**src/rtl/tcce_pkg.sv**
```systemverilog
// ----------------------------------------------------------------------------
// tcce_pkg
// Types, constants and small helper functions of the tile constraint
// collapse engine.
// ----------------------------------------------------------------------------
package tcce_pkg;

  localparam int MAX_WIDTH  = 16;
  localparam int MAX_HEIGHT = 16;
  localparam int MAX_TILES  = 16;
  localparam int MAX_CELLS  = MAX_WIDTH * MAX_HEIGHT;
  localparam int XW         = $clog2(MAX_WIDTH);
  localparam int YW         = $clog2(MAX_HEIGHT);
  localparam int TW         = $clog2(MAX_TILES);
  localparam int AW         = $clog2(MAX_CELLS);
  localparam int NW         = AW + 1;
  localparam int MW         = 16;
  localparam int CW         = 5;
  localparam int DIMW       = 5;
  localparam int SEEDW      = 32;
  localparam int NDIR       = 4;

  localparam logic [1:0] FUNC_RULE     = 2'd0;
  localparam logic [1:0] FUNC_CLEAR    = 2'd1;
  localparam logic [1:0] FUNC_COLLAPSE = 2'd2;
  localparam logic [1:0] FUNC_READ     = 2'd3;

  localparam logic [1:0] CFG_WIDTH  = 2'd0;
  localparam logic [1:0] CFG_HEIGHT = 2'd1;
  localparam logic [1:0] CFG_TILES  = 2'd2;
  localparam logic [1:0] CFG_SEED   = 2'd3;

  localparam logic [1:0] DIR_UP    = 2'd0;
  localparam logic [1:0] DIR_DOWN  = 2'd1;
  localparam logic [1:0] DIR_LEFT  = 2'd2;
  localparam logic [1:0] DIR_RIGHT = 2'd3;

  localparam logic [DIMW-1:0] RST_WIDTH  = 5'd10;
  localparam logic [DIMW-1:0] RST_HEIGHT = 5'd10;
  localparam logic [DIMW-1:0] RST_TILES  = 5'd16;
  localparam logic [SEEDW-1:0] RST_SEED  = 32'd1;

  typedef struct packed {
    logic [1:0]  func;
    logic [3:0]  rule_tile;
    logic [1:0]  rule_dir;
    logic [15:0] rule_mask;
    logic [7:0]  read_cell;
  } in_req_t;

  typedef struct packed {
    logic [7:0]  cell_out;
    logic [3:0]  tile_out;
    logic [15:0] mask_out;
    logic [4:0]  count_out;
    logic        all_collapsed;
    logic        contradiction;
  } out_res_t;

  typedef struct packed {
    logic [YW-1:0] y;
    logic [XW-1:0] x;
  } xy_t;

  typedef enum logic [1:0] {
    SCAN_CLEAR,
    SCAN_MIN,
    SCAN_PICK,
    SCAN_DONE
  } scan_mode_t;

  typedef enum logic [4:0] {
    ST_IDLE,
    ST_RULE,
    ST_CLR_GO,
    ST_CLR,
    ST_MIN_GO,
    ST_MIN,
    ST_RND1,
    ST_MOD1,
    ST_PICK_GO,
    ST_PICK,
    ST_RND2,
    ST_MOD2,
    ST_KTH_GO,
    ST_KTH,
    ST_FIX,
    ST_POP,
    ST_POPQ,
    ST_POPC,
    ST_ADJ,
    ST_DIR,
    ST_CHILD,
    ST_RD,
    ST_RDW,
    ST_DONE_GO,
    ST_DONE,
    ST_EMIT
  } state_t;

  typedef struct packed {
    logic       latch;
    logic       scan_start;
    scan_mode_t scan_mode;
    logic       rule_wr;
    logic       clear_fin;
    logic       rnd1;
    logic       rnd2;
    logic       pick_load;
    logic       kth_load;
    logic       kth_step;
    logic       fix;
    logic       pop_issue;
    logic       pop_take;
    logic       adj_start;
    logic       child_issue;
    logic       child_update;
    logic       dir_next;
    logic       rd_issue;
    logic       rd_take;
    logic       emit;
  } cmd_t;

  typedef struct packed {
    logic scan_busy;
    logic mod_busy;
    logic adj_busy;
    logic kth_last;
    logic q_empty;
    logic nb_ok;
    logic dir_last;
    logic child_zero;
    logic collapse_none;
    logic out_free;
  } sts_t;

  function automatic logic [SEEDW-1:0] xorshift32(input logic [SEEDW-1:0] s);
    logic [SEEDW-1:0] x;
    x = s;
    x = x ^ (x << 13);
    x = x ^ (x >> 17);
    x = x ^ (x << 5);
    return x;
  endfunction

  function automatic logic [CW-1:0] popcount16(input logic [MW-1:0] m);
    logic [CW-1:0] n;
    n = '0;
    for (int i = 0; i < MW; i++) begin
      n = n + CW'(m[i]);
    end
    return n;
  endfunction

  function automatic logic [TW-1:0] lowest_bit(input logic [MW-1:0] m);
    logic [TW-1:0] b;
    b = '0;
    for (int i = MW - 1; i >= 0; i--) begin
      if (m[i]) begin
        b = TW'(i);
      end
    end
    return b;
  endfunction

  function automatic logic [DIMW-1:0] clamp_dim(input logic [DIMW-1:0] v,
                                                input logic [DIMW-1:0] hi);
    logic [DIMW-1:0] r;
    if (v == '0) begin
      r = DIMW'(1);
    end else if (v > hi) begin
      r = hi;
    end else begin
      r = v;
    end
    return r;
  endfunction

endpackage

```
**src/rtl/tcce_ctl.sv**
```systemverilog
// ----------------------------------------------------------------------------
// tcce_ctl
// Controller: sequences rule loads, grid clears, collapse steps with
// propagation, and cell reads over the datapath.
// ----------------------------------------------------------------------------
module tcce_ctl (
  input  logic             clk,
  input  logic             rst_n,
  input  logic             in_valid,
  input  logic [1:0]       in_func,
  input  tcce_pkg::sts_t   sts,
  output tcce_pkg::cmd_t   cmd,
  output logic             in_stall
);

  tcce_pkg::state_t state_r, state_nxt;

  always_ff @(posedge clk) begin
    if (!rst_n) begin
      state_r <= tcce_pkg::ST_IDLE;
    end else begin
      state_r <= state_nxt;
    end
  end

  always_comb begin
    state_nxt = state_r;
    case (state_r)
      tcce_pkg::ST_IDLE: begin
        if (in_valid) begin
          case (in_func)
            tcce_pkg::FUNC_RULE:     state_nxt = tcce_pkg::ST_RULE;
            tcce_pkg::FUNC_CLEAR:    state_nxt = tcce_pkg::ST_CLR_GO;
            tcce_pkg::FUNC_COLLAPSE: state_nxt = tcce_pkg::ST_MIN_GO;
            default:                 state_nxt = tcce_pkg::ST_RD;
          endcase
        end
      end
      tcce_pkg::ST_RULE:    state_nxt = tcce_pkg::ST_DONE_GO;
      tcce_pkg::ST_CLR_GO:  state_nxt = tcce_pkg::ST_CLR;
      tcce_pkg::ST_CLR: begin
        if (!sts.scan_busy) state_nxt = tcce_pkg::ST_DONE_GO;
      end
      tcce_pkg::ST_MIN_GO:  state_nxt = tcce_pkg::ST_MIN;
      tcce_pkg::ST_MIN: begin
        if (!sts.scan_busy) begin
          state_nxt = sts.collapse_none ? tcce_pkg::ST_DONE_GO : tcce_pkg::ST_RND1;
        end
      end
      tcce_pkg::ST_RND1:    state_nxt = tcce_pkg::ST_MOD1;
      tcce_pkg::ST_MOD1: begin
        if (!sts.mod_busy) state_nxt = tcce_pkg::ST_PICK_GO;
      end
      tcce_pkg::ST_PICK_GO: state_nxt = tcce_pkg::ST_PICK;
      tcce_pkg::ST_PICK: begin
        if (!sts.scan_busy) state_nxt = tcce_pkg::ST_RND2;
      end
      tcce_pkg::ST_RND2:    state_nxt = tcce_pkg::ST_MOD2;
      tcce_pkg::ST_MOD2: begin
        if (!sts.mod_busy) state_nxt = tcce_pkg::ST_KTH_GO;
      end
      tcce_pkg::ST_KTH_GO:  state_nxt = tcce_pkg::ST_KTH;
      tcce_pkg::ST_KTH: begin
        if (sts.kth_last) state_nxt = tcce_pkg::ST_FIX;
      end
      tcce_pkg::ST_FIX:     state_nxt = tcce_pkg::ST_POP;
      tcce_pkg::ST_POP: begin
        state_nxt = sts.q_empty ? tcce_pkg::ST_DONE_GO : tcce_pkg::ST_POPQ;
      end
      tcce_pkg::ST_POPQ:    state_nxt = tcce_pkg::ST_POPC;
      tcce_pkg::ST_POPC:    state_nxt = tcce_pkg::ST_ADJ;
      tcce_pkg::ST_ADJ: begin
        if (!sts.adj_busy) state_nxt = tcce_pkg::ST_DIR;
      end
      tcce_pkg::ST_DIR: begin
        if (sts.nb_ok) begin
          state_nxt = tcce_pkg::ST_CHILD;
        end else if (sts.dir_last) begin
          state_nxt = tcce_pkg::ST_POP;
        end
      end
      tcce_pkg::ST_CHILD: begin
        if (sts.child_zero) begin
          state_nxt = tcce_pkg::ST_DONE_GO;
        end else if (sts.dir_last) begin
          state_nxt = tcce_pkg::ST_POP;
        end else begin
          state_nxt = tcce_pkg::ST_DIR;
        end
      end
      tcce_pkg::ST_RD:      state_nxt = tcce_pkg::ST_RDW;
      tcce_pkg::ST_RDW:     state_nxt = tcce_pkg::ST_DONE_GO;
      tcce_pkg::ST_DONE_GO: state_nxt = tcce_pkg::ST_DONE;
      tcce_pkg::ST_DONE: begin
        if (!sts.scan_busy) state_nxt = tcce_pkg::ST_EMIT;
      end
      tcce_pkg::ST_EMIT: begin
        if (sts.out_free) state_nxt = tcce_pkg::ST_IDLE;
      end
      default: state_nxt = tcce_pkg::ST_IDLE;
    endcase
  end

  always_comb begin
    cmd           = '0;
    cmd.scan_mode = tcce_pkg::SCAN_DONE;
    in_stall      = (state_r != tcce_pkg::ST_IDLE);
    case (state_r)
      tcce_pkg::ST_IDLE:    cmd.latch = in_valid;
      tcce_pkg::ST_RULE:    cmd.rule_wr = 1'b1;
      tcce_pkg::ST_CLR_GO: begin
        cmd.scan_start = 1'b1;
        cmd.scan_mode  = tcce_pkg::SCAN_CLEAR;
        cmd.clear_fin  = 1'b1;
      end
      tcce_pkg::ST_CLR:     cmd.scan_mode = tcce_pkg::SCAN_CLEAR;
      tcce_pkg::ST_MIN_GO: begin
        cmd.scan_start = 1'b1;
        cmd.scan_mode  = tcce_pkg::SCAN_MIN;
      end
      tcce_pkg::ST_MIN:     cmd.scan_mode = tcce_pkg::SCAN_MIN;
      tcce_pkg::ST_RND1:    cmd.rnd1 = 1'b1;
      tcce_pkg::ST_PICK_GO: begin
        cmd.scan_start = 1'b1;
        cmd.scan_mode  = tcce_pkg::SCAN_PICK;
        cmd.pick_load  = 1'b1;
      end
      tcce_pkg::ST_PICK:    cmd.scan_mode = tcce_pkg::SCAN_PICK;
      tcce_pkg::ST_RND2:    cmd.rnd2 = 1'b1;
      tcce_pkg::ST_KTH_GO:  cmd.kth_load = 1'b1;
      tcce_pkg::ST_KTH:     cmd.kth_step = 1'b1;
      tcce_pkg::ST_FIX:     cmd.fix = 1'b1;
      tcce_pkg::ST_POP:     cmd.pop_issue = !sts.q_empty;
      tcce_pkg::ST_POPQ:    cmd.pop_take = 1'b1;
      tcce_pkg::ST_POPC:    cmd.adj_start = 1'b1;
      tcce_pkg::ST_DIR: begin
        cmd.child_issue = sts.nb_ok;
        cmd.dir_next    = !sts.nb_ok && !sts.dir_last;
      end
      tcce_pkg::ST_CHILD: begin
        cmd.child_update = 1'b1;
        cmd.dir_next     = !sts.child_zero && !sts.dir_last;
      end
      tcce_pkg::ST_RD:      cmd.rd_issue = 1'b1;
      tcce_pkg::ST_RDW:     cmd.rd_take = 1'b1;
      tcce_pkg::ST_DONE_GO: cmd.scan_start = 1'b1;
      tcce_pkg::ST_EMIT:    cmd.emit = sts.out_free;
      default: ;
    endcase
  end

endmodule

```
**config.mk**
```make
export PLATFORM = sky130hd
export DESIGN_NAME = tcce_ctl
export DESIGN_NICKNAME = d
export VERILOG_FILES = /design/src/rtl/tcce_pkg.sv /design/src/rtl/tcce_ctl.sv
export SDC_FILE = /design/constraint.sdc
export NUM_CORES = 1
export LEC_CHECK = 0
export ABC_AREA = 1
export BUFFER_PORTS_ARGS = -buffer_cell sky130_fd_sc_hd__buf_2
export CAP_MARGIN = 20
export CORE_MARGIN = 5
export CORE_UTILIZATION = 52
export DETAILED_ROUTE_END_ITERATION = 8
export GPL_ROUTABILITY_DRIVEN = 0
export PLACE_DENSITY = 0.93
export SLEW_MARGIN = 20
export SYNTH_ARGS = -nofsm -noshare
export SYNTH_HDL_FRONTEND = slang
export SYNTH_SLANG_ARGS = --single-unit
export TNS_END_PERCENT = 100
```
**constraint.sdc**
```tcl
create_clock -name clk -period 3.6 [get_ports clk]
set_input_delay 0.72 -clock clk [delete_from_list [all_inputs] [get_ports clk]]
set_output_delay 0.72 -clock clk [all_outputs]
set_load 0.005 [all_outputs]
```
==> results of run 1 <==
layer usage:
layer	share of wire (%)	global-route usage, %
met5	0	0
met4	1.3	4.26
met3	12	1.99
met2	45	36.4
met1	42	32.8
cell families (layout without fill, tap and decap cells):
family                   Yosys count  count (layout)  synth area share, %
AND/OR/NAND/NOR                  134             134                 65.5
adder cells (fa/ha/maj)            3               3                 3.96
buffers and inverters             34              70                 13.9
flip-flops                         5               5                 10.6
AO/OA/AOI/OAI                     11              11                 6.08
power groups by stage:
stage               registers (mW)  logic (mW)  clock network, mW
floorplan                    0.111       0.434                  0
global placement             0.128       0.573                  0
detailed placement           0.131       0.581                  0
CTS                          0.130       0.586             0.0674
global route                 0.137       0.674             0.0710
finish                       0.131       0.599             0.0668
stage by stage:
stage	cells	util [%]
after floorplan	187	-
after global placement	244	66.0
after detailed placement	244	66.0
after CTS	248	67.5
after global routing	248	67.5
final	248	67.5
worst paths after layout:
check | start | to | slack (ns)
worst max register to register | state_r[4] | state_r[1] | 1.57
worst max-delay path | state_r[4] | cmd[18] | 0.92
worst min-delay path | state_r[0] | state_r[0] | 0.55
worst min register to register | state_r[0] | state_r[0] | 0.55
cell usage after synthesis (all sizes together):
library cell	n	share of area, %
nand2	47	19
nor2	38	17
nand3	34	18
inv	30	12
a21oi	6	3.2
nand4	6	4.0
nor3	6	3.2
dfxtp	5	11
buf	4	2.0
o21ai	4	2.1
ha	3	4.0
a21boi	1	0.79
and3	1	0.66
nor4	1	2.2
or2	1	0.66
worst max-delay path: stages (launching register included):
cell and delay [ns]:
dfxtp_1 0.61, inv_2 0.25, nand3_1 0.18, inv_1 0.09, nor4_4 0.29, nand3_1 0.09, o21ai_0 0.07, buf_2 0.13
cell type report:
| class | instances | share of cell area, % |
|---|---|---|
| Clock buffer | 4 | 2.25 |
| Inverter | 30 | 9.66 |
| Multi-Input combinational cell | 148 | 61.4 |
| Sequential cell | 5 | 8.58 |
| Tap cell | 25 | 2.68 |
| Timing Repair Buffer | 36 | 15.5 |
==> results.sh, run 1 <==
export IMPL_outcome="completed"
export IMPL_grt_max_degree=19
export IMPL_p_clk_share_pct=8.4
export IMPL_num_io_pins=37
export IMPL_peakVddDrop_v=0.000369
export IMPL_finalWirelength_mm=2.97
export IMPL_post_route_min_period_ns=2.68
export IMPL_synth_cell_type_count=22
export IMPL_placed_area_um2=1140
export IMPL_wire_per_inst_um=12.0
export IMPL_placementRows=15
export IMPL_antenna_found_initial=0
export IMPL_largest_reg_flops=5
export IMPL_hold_viol=0
export IMPL_skew_ns=0.00404
export IMPL_drc_errors=0
export IMPL_chipHeight_um=52.7
export IMPL_p_sw_mw=0.474
export IMPL_switching_share_pct=59.5
export IMPL_ctsHoldBuffers=0
export IMPL_p_leak_nw=0.773
export IMPL_diodes=0
export IMPL_holdPathStages=2
export IMPL_initial_core_util_pct=54.9
export IMPL_synth_cells=187
export IMPL_power_frac_seq_pct=16.4
export IMPL_via_count=1364
export IMPL_endpoint_kind="primary output"
export IMPL_multiInputGateArea_um2=716
export IMPL_syn_area_um2=947
export IMPL_setup_tns_ns=0
export IMPL_fmax_ghz=0.373
export IMPL_core_um2=1730
export IMPL_cts_buffers_inserted=3
export IMPL_clock_sinks=5
export IMPL_die_area_um2=2780
export IMPL_required_ns=2.88
export IMPL_final_cell_mix="nand2_1, buf_2, nand3_1, nor2_1, inv_1"
export IMPL_synth_nets=205
export IMPL_ctsResizeCount=0
export IMPL_relSlewSlack_pct=51.7
export IMPL_combinationalPowerShare_pct=75.2
export IMPL_ant_nets=0
export IMPL_cts_tree="yes"
export IMPL_ys_warn_count=0
export IMPL_syn_mean_instance_area_um2=5.07
export IMPL_syn_to_final_growth_pct=23.1
export IMPL_reg2reg_depth=10
export IMPL_die_w_um=52.7
export IMPL_dp_hpwl_mm=2.37
export IMPL_crit_fanout=18
export IMPL_grt_pass1_vias=1134
export IMPL_max_cap_violations=0
export IMPL_drtPass1Iterations=4
export IMPL_worst_skew_pair_late_latency_ns=0.24
export IMPL_powerDensity_nw_per_um2=683
export IMPL_root_buffer="clkbuf_4"
export IMPL_top_register="state_r"
export IMPL_grt_overflow=0
export IMPL_p_total_mw=0.797
export IMPL_clock_tree_htree_level_count=1
export IMPL_setup_viol=0
export IMPL_rsz0062_at_grt="no"
export IMPL_whs_ns=0.550
export IMPL_place_ws_ns=1.19
export IMPL_grtUsageTotal_pct=22.7
export IMPL_final_common_cell="nand2_1"
export IMPL_reg_top3="state_r x5"
export IMPL_worstHoldPathType="reg -> reg"
export IMPL_drt_initial_drc_count=73
export IMPL_fin_area_um2=1170
export IMPL_vias_per_cell=5.50
export IMPL_drive_gt1_share_pct=25.6
export IMPL_cts_buffer_depth=2
export IMPL_ys_ff_latch=5
export IMPL_slew_violations=0
export IMPL_clkTransAtPathRegs_ns=0.05
export IMPL_post_cts_setup_buffers=0
export IMPL_regArea_um2=100
export IMPL_worst_slack_ns=0.915
export IMPL_finalCritPeriodShare_pct=74.6
export IMPL_worst_slew_pin_slew_ns=0.721
export IMPL_grt_pass1_wl_mm=4.93
export IMPL_fin_nets=242
export IMPL_p_int_mw=0.323
export IMPL_port_buffer_count=36
export IMPL_crit_path_start_kind="flip-flop"
export IMPL_critical_path_class="reg -> out"
export IMPL_ys_seq_area_share_pct=10.6
export IMPL_arrival_ns=1.96
export IMPL_nFillCells=184
Power figures use the tool's default switching activity.
==> inputs of run 2 (changes only) <==
--- a/config.mk
+++ b/config.mk
@@ -5,14 +5,14 @@
 export SDC_FILE = /design/constraint.sdc
 export NUM_CORES = 1
 export LEC_CHECK = 0
-export ABC_AREA = 1
+export ABC_AREA = 0
 export BUFFER_PORTS_ARGS = -buffer_cell sky130_fd_sc_hd__buf_2
 export CAP_MARGIN = 20
 export CORE_MARGIN = 5
-export CORE_UTILIZATION = 52
+export CORE_UTILIZATION = 50
 export DETAILED_ROUTE_END_ITERATION = 8
 export GPL_ROUTABILITY_DRIVEN = 0
-export PLACE_DENSITY = 0.93
+export PLACE_DENSITY = 0.88
 export SLEW_MARGIN = 20
 export SYNTH_ARGS = -nofsm -noshare
 export SYNTH_HDL_FRONTEND = slang
==> constraint.sdc (replaced) <==
create_clock -name clk -period 2.7 [get_ports clk]
set_input_delay 0.54 -clock clk [delete_from_list [all_inputs] [get_ports clk]]
set_output_delay 0.54 -clock clk [all_outputs]
set_load 0.005 [all_outputs]
==> results.sh, run 2 <==
export IMPL_outcome="completed"
export IMPL_reg2reg_from="state_r[1]"
export IMPL_p_leak_nw=0.561
export IMPL_final_cells=219
export IMPL_p_sw_mw=0.541
export IMPL_met2_usage_pct=33.1
export IMPL_setup_viol=0
export IMPL_ys_warn_count=0
export IMPL_cts_buffers_inserted=3
export IMPL_top_register="state_r"
export IMPL_placementRows=16
export IMPL_chipHeight_um=55.2
export IMPL_combinationalPowerShare_pct=71.5
export IMPL_reg_top3="state_r x5"
export IMPL_grt_pass1_vias=1232
export IMPL_diodes=0
export IMPL_clkTransAtPathRegs_ns=0.04
export IMPL_cts_tree="yes"
export IMPL_min_from="rst_n"
export IMPL_synth_cells=159
export IMPL_syn_area_um2=1020
export IMPL_switching_share_pct=53.7
export IMPL_synth_top_area_cell="dfxtp_1"
export IMPL_finalCritPeriodShare_pct=90.2
export IMPL_worst_skew_pair_late_latency_ns=0.24
export IMPL_ys_top_cells_by_area="dfxtp_1, nor2_1, nor3_1"
export IMPL_ys_ff_latch=5
export IMPL_ys_seq_area_share_pct=9.79
export IMPL_grt_pass1_wl_mm=5.44
export IMPL_p_clk_share_pct=8.2
export IMPL_post_cts_setup_buffers=0
export IMPL_synth_nets=177
export IMPL_hold_viol=0
export IMPL_cp_startpoint="state_r[4]"
export IMPL_drive_gt1_share_pct=27.6
export IMPL_syn_to_final_growth_pct=21.3
export IMPL_power_frac_seq_pct=20.2
export IMPL_synth_ff_type="dfxtp_1"
export IMPL_async_flop_share_pct=0
export IMPL_drtPass1Iterations=5
export IMPL_die_w_um=55.2
export IMPL_die_area_um2=3050
export IMPL_grtUsageTotal_pct=21.0
export IMPL_worst_slew_pin_slew_ns=0.630
export IMPL_grt_max_degree=28
export IMPL_syn_mean_instance_area_um2=6.43
export IMPL_rsz0062_at_grt="no"
export IMPL_required_ns=2.16
export IMPL_antenna_found_initial=0
export IMPL_whs_ns=0.625
export IMPL_root_buffer="clkbuf_4"
export IMPL_synth_commonest_cells="nor2_1, nand2_1, nor3_1"
export IMPL_fin_nets=211
export IMPL_final_cell_mix="buf_2, nor2_1, nand2_1, nor3_1"
export IMPL_initial_core_util_pct=52.1
export IMPL_clock_tree_htree_level_count=1
export IMPL_p_int_mw=0.467
export IMPL_yosysMostFrequentCell="nor2_1"
export IMPL_drt_initial_drc_count=81
export IMPL_synth_cell_type_count=44
export IMPL_core_um2=1960
export IMPL_grt_overflow=0
export IMPL_critical_path_class="reg -> out"
export IMPL_worstHoldPathType="in -> reg"
export IMPL_vias_per_cell=6.25
export IMPL_port_buffer_count=36
export IMPL_fmax_ghz=0.411
export IMPL_setup_tns_ns=0
export IMPL_relSlewSlack_pct=57.9
export IMPL_max_cap_violations=0
export IMPL_nFillCells=198
export IMPL_dp_cells=215
export IMPL_arrival_ns=1.89
export IMPL_post_route_min_period_ns=2.43
export IMPL_num_io_pins=37
export IMPL_powerDensity_nw_per_um2=813
export IMPL_final_common_cell="buf_2"
export IMPL_post_route_util_pct=63.2
export IMPL_finalWirelength_mm=3.27
export IMPL_endpoint_kind="primary output"
export IMPL_synth_edf_count=0
export IMPL_clock_sinks=5
export IMPL_skew_ns=0.00120
export IMPL_largest_reg_flops=5
export IMPL_via_count=1368
export IMPL_wire_per_inst_um=14.9
export IMPL_cts_buffer_depth=2
export IMPL_crit_fanout=19
export IMPL_peakVddDrop_v=0.000484
export IMPL_met3_usage_pct=5.59
export IMPL_multiInputGateArea_um2=827
export IMPL_regArea_um2=101
export IMPL_slew_violations=0
export IMPL_met1_usage_pct=26.8
export IMPL_crit_path_start_kind="flip-flop"
export IMPL_dp_hpwl_mm=2.56
export IMPL_top_usage_layer="met2"
export IMPL_ant_nets=0
export IMPL_drc_errors=0
export IMPL_yosysTopAreaCellShare_pct=9.79
==> run 2: changes by cell type after synthesis, moves of 7 or more <==
cell and change:
inv_1 -17, nand3_1 -25, buf_2 +7, nand2_1 -32, nor2_1 -15, nor2b_1 +8, inv_2 -7, nand2b_1 +8
==> run 2: through the flow <==
stage / setup WS [ns] / instance area [um2] / power [mW]
final: 0.266 / 1240 / 1.01
after global routing: 0.127 / 1240 / 1.10
after CTS: 0.132 / 1240 / 0.993
after detailed placement: 0.386 / 1210 / 0.906
after global placement: 0.459 / 1210 / 0.882
after floorplan: 0.806 / 1020 / 0.703
==> run 2: cells by family after synthesis <==
logic type	Yosys count	synth area share [%]
simple gates	85	44.9
compound gates	42	28.6
buf+inv	20	9.30
flops	5	9.79
fa+ha+maj	3	3.67
xor+xnor	2	1.71
mux	2	1.96
==> run 2: path summary, 6_finish.rpt <==
check / cells after the start / to / slack [ns]
setup / recovery: 5 / cmd[19] / 0.27
hold / removal: 3 / state_r[1] / 0.62
hold reg to reg: 2 / state_r[1] / 0.73
setup reg to reg: 6 / state_r[1] / 0.57
==> run 2: area by class of cell <==
type | instances | area share, %
multi-input cells | 134 | 66.7
inverters | 7 | 2.12
repair buffers | 42 | 18.2
flip-flops and latches | 5 | 8.17
clock buffers | 4 | 2.12
well taps | 27 | 2.72
==> run 2: repair_timing <==
action / in CTS / in global routing
endpoints found under the setup margin: 0 / 1
hold buffers: 0 / 0
gates resized for setup: 0 / 1
==> run 2: routing by layer <==
| metal | vias up | routed length [um] |
|---|---|---|
| met5 | - | 0 |
| met4 | 0 | 31 |
| met3 | 4 | 400 |
| met2 | 93 | 1570 |
| met1 | 619 | 1260 |
| li1 | 652 | - |
==> run 2: worst max-delay path: stages (launching register included) <==
cell and delay, ns:
dfxtp_1 0.71, inv_1 0.29, nor4_1 0.32, a31oi_1 0.07, o22ai_1 0.12, buf_2 0.14
==> run 2: power by group through the flow <==
| stage | clock network [mW] | logic, mW | registers, mW |
|---|---|---|---|
| finish | 0.0832 | 0.721 | 0.204 |
| global route | 0.0957 | 0.787 | 0.213 |
| CTS | 0.0864 | 0.710 | 0.197 |
| detailed placement | 0 | 0.708 | 0.198 |
| global placement | 0 | 0.686 | 0.195 |
| floorplan | 0 | 0.591 | 0.113 |
==> inputs of run 3 (changes only) <==
--- a/config.mk
+++ b/config.mk
@@ -8,7 +8,7 @@
 export ABC_AREA = 0
 export BUFFER_PORTS_ARGS = -buffer_cell sky130_fd_sc_hd__buf_2
 export CAP_MARGIN = 20
-export CORE_MARGIN = 5
+export CORE_MARGIN = 3
 export CORE_UTILIZATION = 50
 export DETAILED_ROUTE_END_ITERATION = 8
 export GPL_ROUTABILITY_DRIVEN = 0
==> results.sh, run 3 (same netlist as run 2, synthesis figures left out) <==
export IMPL_grt_overflow=0
export IMPL_rsz0062_at_grt="no"
export IMPL_clock_tree_htree_level_count=1
export IMPL_fin_nets=210
export IMPL_crit_path_start_kind="flip-flop"
export IMPL_drive_gt1_share_pct=27.7
export IMPL_cp_num_cells=5
export IMPL_grt_max_degree=25
export IMPL_final_common_cell="buf_2"
export IMPL_worst_path_max_delay_cell="dfxtp_1"
export IMPL_num_io_pins=37
export IMPL_drt_initial_drc_count=86
export IMPL_hold_viol=0
export IMPL_whs_ns=0.615
export IMPL_ctsHoldBuffers=0
export IMPL_final_cell_mix="buf_2, nor2_1, nand2_1, nor3_1"
export IMPL_cts_tree="yes"
export IMPL_outcome="completed"
export IMPL_worst_skew_pair_late_latency_ns=0.25
export IMPL_p_total_mw=1.00
export IMPL_clkTransAtPathRegs_ns=0.04
export IMPL_chipHeight_um=51.2
export IMPL_cts_buffers_inserted=3
export IMPL_endpoint_kind="primary output"
export IMPL_grtUsageTotal_pct=26.7
export IMPL_fin_area_um2=1230
export IMPL_worstHoldPathType="in -> reg"
export IMPL_wire_per_inst_um=15.4
export IMPL_reg2reg_depth=5
export IMPL_peakVddDrop_v=0.000487
export IMPL_drc_errors=0
export IMPL_cts_buffer_depth=2
export IMPL_arrival_ns=1.85
export IMPL_placed_area_um2=1200
export IMPL_cp_cell_sequence="clkinv_1 > nor4_1 > a31oi_1 > o22ai_1 > buf_2"
export IMPL_finalWirelength_mm=3.33
export IMPL_dp_cells=212
export IMPL_drtPass1Iterations=4
export IMPL_die_w_um=51.2
export IMPL_largest_reg_flops=5
export IMPL_initial_core_util_pct=56.2
export IMPL_setup_tns_ns=0
export IMPL_worst_slew_pin_slew_ns=0.506
export IMPL_grt_pass1_wl_mm=5.58
export IMPL_top_register="state_r"
export IMPL_crit_fanout=15
export IMPL_p_leak_nw=0.557
export IMPL_post_route_util_pct=67.6
export IMPL_fmax_ghz=0.418
export IMPL_finalCritPeriodShare_pct=88.6
export IMPL_skew_ns=0.00350
export IMPL_diodes=0
export IMPL_root_buffer="clkbuf_4"
export IMPL_reg_top3="state_r x5"
export IMPL_via_count=1364
export IMPL_port_buffer_count=36
export IMPL_worst_slack_ns=0.308
export IMPL_post_route_min_period_ns=2.39
export IMPL_cp_top_family="flip-flops"
export IMPL_powerDensity_nw_per_um2=816
export IMPL_relSlewSlack_pct=65.8
export IMPL_required_ns=2.16
export IMPL_grt_pass1_vias=1216
export IMPL_setup_viol=0
export IMPL_core_um2=1820
export IMPL_slew_violations=0
export IMPL_vias_per_cell=6.31
export IMPL_ant_nets=0
export IMPL_placementRows=15
export IMPL_critical_path_class="reg -> out"
export IMPL_cpPeakStageDelay_ns=0.59
export IMPL_place_ws_ns=0.471
export IMPL_final_cells=216
export IMPL_dp_hpwl_mm=2.45
export IMPL_antenna_found_initial=0
export IMPL_holdPathStages=3
export IMPL_max_cap_violations=0
export IMPL_die_area_um2=2620
export IMPL_syn_to_final_growth_pct=20.4
export IMPL_clock_sinks=5
export IMPL_crit_buf_inv=2
==> run 3: cell count changes in the layout (fill, tap and decap cells not counted), sizes merged <==
| cell | change |
|---|---|
| buf | -1 |
==> run 3: layer usage <==
metal  routed length, um  global-route usage [%]  up-vias
met2                1600                    44.2      111
met4                  46                    8.30        0
met1                1270                    36.5      598
met5                   0                       0        -
met3                 417                    2.04        6
li1                    -                       -      649
==> run 3: timing repair <==
action | in CTS | in global routing
setup buffers | 0 | 0
endpoints found under the setup margin | 0 | 1
gates resized for setup | 0 | 2
==> run 3: power by group <==
group,switching [mW],total (mW),leakage [nW],internal (mW)
combinational,0.421,0.728,0.500,0.307
sequential,0.0843,0.185,0.0419,0.101
clock,0.0351,0.0913,0.0150,0.0562
total,0.541,1.00,0.557,0.464
==> run 3: area by class of cell <==
cell class / count / area, um2
Clock buffer: 4 / 26.3
Fill cell: 165 / 589
Inverter: 7 / 26.3
Multi-Input combinational cell: 134 / 827
Sequential cell: 5 / 103
Tap cell: 25 / 31.3
Timing Repair Buffer: 41 / 218
==> run 3: path summary, 6_finish.rpt <==
kind                            slack [ns]  startpoint    endpoint
worst min register to register        0.65  state_r[1]  state_r[1]
worst max-delay path                  0.31  state_r[1]     cmd[19]
worst max register to register        0.57  state_r[1]  state_r[3]
worst min-delay path                  0.62       rst_n  state_r[1]
==> run 3: worst register-to-register path, cell delays in order, from the launching register on <==
cell	delay [ns]
dfxtp_1	0.59
clkinv_1	0.37
nor3_1	0.25
a2111oi_0	0.09
o41ai_1	0.55
mux2i_1	0.13
